==> src/metp_pkg.sv <==
// ----------------------------------------------------------------------------
// metp_pkg: shared types and constants for the escape-time pixel engine
// Register codes, reset values, sequencer states and fixed-point helpers.
// ----------------------------------------------------------------------------
package metp_pkg;

	localparam int PIX_W      = 9;
	localparam int COORD_W    = 32;
	localparam int COUNT_W    = 16;
	localparam int GRAY_W     = 8;
	localparam int FRAC_BITS  = 27;
	localparam int OPND_W     = 33;
	localparam int PROD_W     = 2 * OPND_W;
	localparam int SQ_W       = 64;
	localparam int SUM_W      = 44;
	localparam int ESC_BIT    = 56;
	localparam int CFG_IDX_W  = 3;
	localparam int CFG_DATA_W = 32;
	localparam int IN_TDATA_W  = 24;
	localparam int OUT_TDATA_W = 24;

	localparam int DEF_IMAGE_WIDTH  = 512;
	localparam int DEF_IMAGE_HEIGHT = 512;

	localparam logic [COUNT_W-1:0] RST_ITER_LIMIT = 16'd255;
	localparam logic [COORD_W-1:0] RST_REAL_MIN   = 32'hF400_0000;
	localparam logic [COORD_W-1:0] RST_REAL_MAX   = 32'h0800_0000;
	localparam logic [COORD_W-1:0] RST_IMAG_MIN   = 32'hF800_0000;
	localparam logic [COORD_W-1:0] RST_IMAG_MAX   = 32'h0800_0000;

	typedef enum logic [CFG_IDX_W-1:0] {
		REG_ITER_LIMIT = 3'd0,
		REG_REAL_MIN   = 3'd1,
		REG_REAL_MAX   = 3'd2,
		REG_IMAG_MIN   = 3'd3,
		REG_IMAG_MAX   = 3'd4
	} cfg_reg_t;

	typedef enum logic [2:0] {
		ST_IDLE,
		ST_MAP_R,
		ST_MAP_I,
		ST_MUL_RR,
		ST_MUL_II,
		ST_MUL_RI,
		ST_UPDATE,
		ST_DONE
	} seq_state_t;

	function automatic int log2_floor(input int v);
		int s;
		int t;
		s = 0;
		t = v;
		while (t > 1) begin
			t = t >> 1;
			s = s + 1;
		end
		return s;
	endfunction

	function automatic logic signed [COORD_W-1:0] sat32(input logic signed [SUM_W-1:0] v);
		logic signed [SUM_W-1:0] hi;
		logic signed [SUM_W-1:0] lo;
		hi = SUM_W'(signed'({1'b0, {(COORD_W-1){1'b1}}}));
		lo = -hi - SUM_W'(1);
		if (v > hi)
			return {1'b0, {(COORD_W-1){1'b1}}};
		else if (v < lo)
			return {1'b1, {(COORD_W-1){1'b0}}};
		else
			return v[COORD_W-1:0];
	endfunction

endpackage

==> src/metp_mul.sv <==
// ----------------------------------------------------------------------------
// metp_mul: shared signed multiplier
// One 33 x 33 signed multiply per cycle with a registered product.
// ----------------------------------------------------------------------------
module metp_mul (
	input  logic                                 clk,
	input  logic signed [metp_pkg::OPND_W-1:0]   a,
	input  logic signed [metp_pkg::OPND_W-1:0]   b,
	output logic signed [metp_pkg::PROD_W-1:0]   prod
);

	logic signed [metp_pkg::PROD_W-1:0] prod_q;

	always_ff @(posedge clk) begin
		prod_q <= a * b;
	end

	assign prod = prod_q;

endmodule

==> src/mandelbrot_escape_time_pixel.sv <==
// ----------------------------------------------------------------------------
// mandelbrot_escape_time_pixel: escape-time engine for one pixel per word
// Maps a pixel to a Q4.27 point c and iterates z = z*z + c until |z|^2
// reaches 4 or the iteration limit is hit; returns the count and gray level.
// ----------------------------------------------------------------------------
// One pixel is in flight at a time; s_axis_tready is low while it iterates.
// A pixel passes through the mapping states MAP_R and MAP_I, then through
// MUL_RR, MUL_II, MUL_RI and UPDATE for each iteration and once more for the
// pass that finds the escape or the limit; DONE then loads the output register
// once it is free or being taken, and the next pixel is accepted in IDLE.
// One shared 33 x 33 multiplier forms x*span, y*span, zr*zr, zi*zi and zr*zi
// in turn.
// The finished word waits in an output register, so the next pixel can
// start while it is not yet taken.
module mandelbrot_escape_time_pixel #(
	parameter int IMAGE_WIDTH  = metp_pkg::DEF_IMAGE_WIDTH,
	parameter int IMAGE_HEIGHT = metp_pkg::DEF_IMAGE_HEIGHT
) (
	input  logic                                  clk,
	input  logic                                  arst_n,
	input  logic                                  cfg_we,
	input  logic [metp_pkg::CFG_IDX_W-1:0]        cfg_index,
	input  logic [metp_pkg::CFG_DATA_W-1:0]       cfg_data,
	input  logic                                  s_axis_tvalid,
	output logic                                  s_axis_tready,
	// pixel_x [8:0], pixel_y [17:9], zero [23:18]
	input  logic [metp_pkg::IN_TDATA_W-1:0]       s_axis_tdata,
	output logic                                  m_axis_tvalid,
	input  logic                                  m_axis_tready,
	// escape_count [15:0], gray_level [23:16]
	output logic [metp_pkg::OUT_TDATA_W-1:0]      m_axis_tdata
);

	localparam int SHIFT_X = metp_pkg::log2_floor(IMAGE_WIDTH);
	localparam int SHIFT_Y = metp_pkg::log2_floor(IMAGE_HEIGHT);
	localparam int CW = metp_pkg::COORD_W;
	localparam int SW = metp_pkg::SUM_W;
	localparam int QW = metp_pkg::SQ_W;
	localparam int OW = metp_pkg::OPND_W;

	metp_pkg::seq_state_t state_q, state_d;

	logic [metp_pkg::COUNT_W-1:0] limit_q;
	logic [CW-1:0]                real_min_q, real_max_q, imag_min_q, imag_max_q;

	logic [metp_pkg::PIX_W-1:0]   px_q, py_q;
	logic signed [OW-1:0]         span_r_q, span_i_q;
	logic signed [CW-1:0]         cr_q, ci_q, zr_q, zi_q;
	logic signed [QW-1:0]         rr_q, diff_q;
	logic                         esc_q;
	logic [metp_pkg::COUNT_W-1:0] count_q;

	logic                         out_valid_q;
	logic [metp_pkg::COUNT_W-1:0] out_count_q;

	logic signed [OW-1:0]                 mul_a, mul_b;
	logic signed [metp_pkg::PROD_W-1:0]   prod;
	logic signed [QW-1:0]                 prod64;
	logic [QW-1:0]                        esc_sum;
	logic signed [SW-1:0]                 map_sum;
	logic signed [SW-1:0]                 zr_sum, zi_sum;
	logic                                 done;
	logic                                 out_load;

	metp_mul u_mul (
		.clk  (clk),
		.a    (mul_a),
		.b    (mul_b),
		.prod (prod)
	);

	assign prod64  = prod[QW-1:0];
	assign esc_sum = unsigned'(rr_q) + unsigned'(prod64);
	assign done    = (count_q >= limit_q) || esc_q;

	always_comb begin
		map_sum = SW'(signed'(cr_q));
		if (state_q == metp_pkg::ST_MAP_I)
			map_sum = SW'(signed'(real_min_q)) + SW'(prod >>> SHIFT_X);
		else if (state_q == metp_pkg::ST_MUL_RR)
			map_sum = SW'(signed'(imag_min_q)) + SW'(prod >>> SHIFT_Y);
	end

	assign zr_sum = SW'(diff_q >>> metp_pkg::FRAC_BITS) + SW'(cr_q);
	assign zi_sum = SW'(prod64 >>> (metp_pkg::FRAC_BITS - 1)) + SW'(ci_q);

	// next state
	always_comb begin
		state_d = state_q;
		case (state_q)
			metp_pkg::ST_IDLE:   if (s_axis_tvalid) state_d = metp_pkg::ST_MAP_R;
			metp_pkg::ST_MAP_R:  state_d = metp_pkg::ST_MAP_I;
			metp_pkg::ST_MAP_I:  state_d = metp_pkg::ST_MUL_RR;
			metp_pkg::ST_MUL_RR: state_d = metp_pkg::ST_MUL_II;
			metp_pkg::ST_MUL_II: state_d = metp_pkg::ST_MUL_RI;
			metp_pkg::ST_MUL_RI: state_d = metp_pkg::ST_UPDATE;
			metp_pkg::ST_UPDATE: state_d = done ? metp_pkg::ST_DONE : metp_pkg::ST_MUL_RR;
			metp_pkg::ST_DONE:   if (!out_valid_q || m_axis_tready) state_d = metp_pkg::ST_IDLE;
			default:             state_d = metp_pkg::ST_IDLE;
		endcase
	end

	// outputs of the sequencer
	always_comb begin
		s_axis_tready = 1'b0;
		out_load      = 1'b0;
		mul_a         = OW'(zr_q);
		mul_b         = OW'(zi_q);
		case (state_q)
			metp_pkg::ST_IDLE: s_axis_tready = 1'b1;
			metp_pkg::ST_MAP_R: begin
				mul_a = signed'(OW'(px_q));
				mul_b = span_r_q;
			end
			metp_pkg::ST_MAP_I: begin
				mul_a = signed'(OW'(py_q));
				mul_b = span_i_q;
			end
			metp_pkg::ST_MUL_RR: begin
				mul_a = OW'(zr_q);
				mul_b = OW'(zr_q);
			end
			metp_pkg::ST_MUL_II: begin
				mul_a = OW'(zi_q);
				mul_b = OW'(zi_q);
			end
			metp_pkg::ST_MUL_RI: begin
				mul_a = OW'(zr_q);
				mul_b = OW'(zi_q);
			end
			// rebuild y*span so the next pass reloads the same ci
			metp_pkg::ST_UPDATE: begin
				mul_a = signed'(OW'(py_q));
				mul_b = span_i_q;
			end
			metp_pkg::ST_DONE: out_load = !out_valid_q || m_axis_tready;
			default: ;
		endcase
	end

	always_ff @(posedge clk or negedge arst_n) begin
		if (!arst_n) begin
			state_q     <= metp_pkg::ST_IDLE;
			limit_q     <= metp_pkg::RST_ITER_LIMIT;
			real_min_q  <= metp_pkg::RST_REAL_MIN;
			real_max_q  <= metp_pkg::RST_REAL_MAX;
			imag_min_q  <= metp_pkg::RST_IMAG_MIN;
			imag_max_q  <= metp_pkg::RST_IMAG_MAX;
			out_valid_q <= 1'b0;
		end else begin
			state_q <= state_d;
			if (cfg_we) begin
				case (cfg_index)
					metp_pkg::REG_ITER_LIMIT: limit_q    <= cfg_data[metp_pkg::COUNT_W-1:0];
					metp_pkg::REG_REAL_MIN:   real_min_q <= cfg_data[CW-1:0];
					metp_pkg::REG_REAL_MAX:   real_max_q <= cfg_data[CW-1:0];
					metp_pkg::REG_IMAG_MIN:   imag_min_q <= cfg_data[CW-1:0];
					metp_pkg::REG_IMAG_MAX:   imag_max_q <= cfg_data[CW-1:0];
					default: ;
				endcase
			end
			if (out_load)
				out_valid_q <= 1'b1;
			else if (m_axis_tready)
				out_valid_q <= 1'b0;
		end
	end

	always_ff @(posedge clk) begin
		case (state_q)
			metp_pkg::ST_IDLE: begin
				px_q     <= s_axis_tdata[metp_pkg::PIX_W-1:0];
				py_q     <= s_axis_tdata[2*metp_pkg::PIX_W-1:metp_pkg::PIX_W];
				span_r_q <= signed'({real_max_q[CW-1], real_max_q})
					- signed'({real_min_q[CW-1], real_min_q});
				span_i_q <= signed'({imag_max_q[CW-1], imag_max_q})
					- signed'({imag_min_q[CW-1], imag_min_q});
				zr_q     <= '0;
				zi_q     <= '0;
				count_q  <= '0;
			end
			metp_pkg::ST_MAP_I:  cr_q <= metp_pkg::sat32(map_sum);
			metp_pkg::ST_MUL_RR: ci_q <= metp_pkg::sat32(map_sum);
			metp_pkg::ST_MUL_II: rr_q <= prod64;
			metp_pkg::ST_MUL_RI: begin
				esc_q  <= esc_sum[QW-1:metp_pkg::ESC_BIT] != '0;
				diff_q <= rr_q - prod64;
			end
			metp_pkg::ST_UPDATE: begin
				if (!done) begin
					zr_q    <= metp_pkg::sat32(zr_sum);
					zi_q    <= metp_pkg::sat32(zi_sum);
					count_q <= count_q + 1'b1;
				end
			end
			default: ;
		endcase
		if (out_load)
			out_count_q <= count_q;
	end

	assign m_axis_tvalid = out_valid_q;
	assign m_axis_tdata  = {out_count_q[metp_pkg::GRAY_W-1:0], out_count_q};

endmodule

==> config.mk <==
export PLATFORM = sky130hd
export DESIGN_NAME = mandelbrot_escape_time_pixel
export DESIGN_NICKNAME = d
export VERILOG_FILES = /design/src/metp_pkg.sv /design/src/metp_mul.sv /design/src/mandelbrot_escape_time_pixel.sv
export SDC_FILE = /design/constraint.sdc
export NUM_CORES = 2
export LEC_CHECK = 0
export BUFFER_PORTS_ARGS = -buffer_cell sky130_fd_sc_hd__buf_2
export CAP_MARGIN = 15
export CORE_MARGIN = 2
export CORE_UTILIZATION = 57
export DETAILED_ROUTE_END_ITERATION = 10
export GPL_TIMING_DRIVEN = 0
export PLACE_DENSITY_LB_ADDON = 0.1
export SLEW_MARGIN = 5
export SYNTH_ARGS = -nofsm -noshare
export SYNTH_HDL_FRONTEND = slang
export SYNTH_SLANG_ARGS = --single-unit
==> constraint.sdc <==
create_clock -name clk -period 16.2 [get_ports clk]
set_input_delay 1.62 -clock clk [delete_from_list [all_inputs] [get_ports clk]]
set_output_delay 1.62 -clock clk [all_outputs]
set_load 0.005 [all_outputs]
==> impl_metrics.json <==
{
  "postCtsSetupRepairBufs": 0,
  "ant_nets": 0,
  "yosysSeqAreaShare_pct": 21.1,
  "cp-start-kind": "flip-flop",
  "numCtsBuffers": 58,
  "cp_common_cell": "fa_1",
  "multiInputGateArea_um2": 51400,
  "r2r_slack_ps": 2100,
  "io_pins": 90,
  "ys_seq_elements": 558,
  "final_nets": 9641,
  "fmax_ghz": 0.0709,
  "wl_per_cell_um": 28.5,
  "yosysWarnings": 0,
  "worstHoldPathType": "flip-flop to flip-flop",
  "place_ws_ps": 2440,
  "overflow": 0,
  "drcViolationCount": 0,
  "critPathSlowestCell": "o221ai_1",
  "clockBufferDepth": 3,
  "use_met2_pct": 67.0,
  "htreeDepth": 2,
  "die_x_um": 362,
  "final-hold-violation-count": 0,
  "dp_hpwl_mm": 228,
  "insertion_delay_ps": 660,
  "area_growth_pct": 7.57,
  "drtPass1Iterations": 6,
  "drive_above_1_share_pct": 6.28,
  "cts.repair.resized": 0,
  "synth-async-reset-ratio_pct": 26.5,
  "start_util_pct": 57.3,
  "maxSlewHeadroom_pct": 8.63,
  "worstPathArrival_ps": 14660,
  "synth_edf_count": 346,
  "end_kind": "flip-flop",
  "grt_max_degree": 92,
  "crit_fanout": 10,
  "fillers": 11000,
  "min_path_cells": 0,
  "finalSetupViolCount": 0,
  "holdBufCountCts": 0,
  "yosysUniqueCellTypes": 97,
  "path_class": "flip-flop to flip-flop",
  "drt-total-wl_mm": 274,
  "cts_tree": "built",
  "grt_pass1_vias": 60500,
  "clkTransAtPathRegs_ps": 60,
  "grtUsageMet1_pct": 53.3,
  "critPathMaxStageDelay_ps": 990,
  "antenna_found_initial": 18,
  "synth_ff_type": "edfxtp_1",
  "ff_latch_area_um2": 15400,
  "dieHeight_um": 362,
  "syn-cell-area_um2": 72900,
  "fin_crit_sh_pct": 87.0,
  "status": "completed",
  "syn_avg_cell_area_um2": 9.50,
  "grt_pass1_wl_mm": 401,
  "cap_violations": 0,
  "period_minus_slack_ps": 14100,
  "drt-initial-drc-count": 6264,
  "fin_skew_ps": 30.3,
  "grt_util_met3_pct": 9.05,
  "cts_root_buf": "clkbuf_16",
  "worstPathRequired_ps": 16760,
  "grt_usage_pct": 42.5,
  "die_area_um2": 131000,
  "fin_ws_ps": 2100,
  "syn_nets": 9428,
  "post_drt_via_cell_ratio": 6.15,
  "std_cell_rows": 131,
  "worst_pin_slew_ps": 1370,
  "finalInstanceArea_um2": 78500,
  "via_count": 59000,
  "postSynthCellCount": 7675,
  "core_um2": 127000,
  "place_area_um2": 76400,
  "rr_worst_depth": 36,
  "place_congestion": 1.07,
  "cts_sinks": 558,
  "port_buffers": 83,
  "rsz0062_at_grt": "false",
  "busiest_layer": "met2",
  "drv_slew": 0
}
-- logic make-up after synthesis --
group	count (synthesis)	synth area share [%]
compound gates	1363	12.6
xor+xnor	302	3.63
fa+ha+maj	1689	40.4
buf+inv	1655	8.62
flops	558	21.1
mux	138	2.06
simple gates	1970	11.6
-- layer usage --
metal  vias up  routed length (um)
met1     29600              102000
met3       895               26900
met4        10               22100
met2      3169              123000
met5         -                 133
li1      25400                   -
-- metrics by stage --
step	utilization, %	TNS [ps]	hold WS [ps]	cells
2_1_floorplan	-	0	424	7675
3_3_place_gp	59.2	-7340	448	9420
3_5_place_dp	60.0	0	452	9486
4_1_cts	61.6	0	470	9594
5_1_grt	61.6	0	486	9602
6_report	61.6	0	468	9602
-- Yosys cell counts, drive strengths merged, types with 42 or more instances --
cell	number	area share [%]
a21oi	342	2.4
nor3	72	0.49
ha	578	9.9
xor2	88	1.1
dfrtp	128	4.4
buf	44	0.33
o21a	53	0.55
fa	1111	30
a21o	187	1.9
clkbuf	269	1.4
dfxtp	64	1.8
xnor2	214	2.6
edfxtp	346	14
nand2b	70	0.60
nand2	749	3.9
nor2b	51	0.44
nor2	761	3.9
mux2	96	1.5
o21bai	48	0.50
a211oi	50	0.53
nand3	71	0.49
mux2i	42	0.58
o21ai	280	1.9
o31ai	43	0.48
inv	1342	6.9
-- final timing paths --
check,end,start
worst max-delay path,u_mul.prod[62]$_DFF_P_,state_q[0]$_DFFE_PN0P_
max in group asynchronous,imag_min_q[29]$_DFFE_PN1P_,arst_n
min in group asynchronous,limit_q[10]$_DFFE_PN0P_,arst_n
worst max register to register,u_mul.prod[62]$_DFF_P_,state_q[0]$_DFFE_PN0P_
worst min-delay path,rr_q[2]$_DFFE_PN_,u_mul.prod[2]$_DFF_P_
worst min register to register,rr_q[2]$_DFFE_PN_,u_mul.prod[2]$_DFF_P_
-- registers in the layout (all words and copies together), names as in the netlist, 33 cells and up --
name	flops
u_mul.prod	64
diff_q	37
rr_q	64
span_i_q	33
span_r_q	33
-- cell type report --
| class | count | share of cell area [%] |
|---|---|---|
| Timing Repair Buffer | 153 | 1.56 |
| Buffer | 313 | 1.60 |
| Tap cell | 1662 | 2.65 |
| Antenna cell | 4 | 0.0128 |
| Inverter | 1342 | 6.42 |
| Multi-Input combinational cell | 5462 | 65.5 |
| Sequential cell | 558 | 19.6 |
| Clock buffer | 64 | 1.88 |
| Clock inverter | 44 | 0.711 |
-- worst max-delay path: cells and delay by family, from the launching register on --
family,cells,cell delay (ps)
compound gates,8,2910
xor+xnor,1,180
fa+ha+maj,9,4380
buf+inv,11,4030
flops,1,410
simple gates,7,2040
-- cell usage in the layout (no fill, tap or decap), types with 23 or more instances in the layout --
| cell | synthesis | routed |
|---|---|---|
| a21oi_1 | 340 | 338 |
| nand4_1 | 32 | 32 |
| xnor2_1 | 214 | 214 |
| or3_1 | 27 | 27 |
| o21ai_0 | 245 | 245 |
| nand2b_1 | 70 | 70 |
| nor2b_1 | 51 | 51 |
| o221a_2 | 26 | 26 |
| fa_1 | 1111 | 1111 |
| and2_1 | 26 | 26 |
| clkbuf_16 | 0 | 58 |
| a22oi_1 | 36 | 31 |
| a22o_1 | 25 | 25 |
| dfrtp_1 | 128 | 128 |
| buf_2 | 10 | 95 |
| o211ai_1 | 33 | 33 |
| o21ai_1 | 34 | 34 |
| o221ai_1 | 34 | 23 |
| ha_1 | 578 | 578 |
| a21o_1 | 187 | 187 |
| dfxtp_1 | 64 | 64 |
| xor2_1 | 88 | 88 |
| edfxtp_1 | 346 | 346 |
| buf_4 | 8 | 42 |
| mux2i_1 | 42 | 42 |
| mux2_2 | 96 | 96 |
| nor2_1 | 761 | 760 |
| a211oi_1 | 48 | 41 |
| o21a_1 | 53 | 53 |
| o31ai_1 | 40 | 40 |
| nor3_1 | 72 | 71 |
| clkbuf_1 | 267 | 271 |
| inv_1 | 1342 | 1341 |
| a211o_1 | 23 | 23 |
| and3_1 | 38 | 38 |
| a31oi_1 | 32 | 32 |
| o21bai_1 | 47 | 47 |
| nand3_1 | 71 | 71 |
| nand2_1 | 749 | 749 |
Power is not shown: default switching activity piles up to over one toggle a cycle in this logic, so the estimate is an artifact.
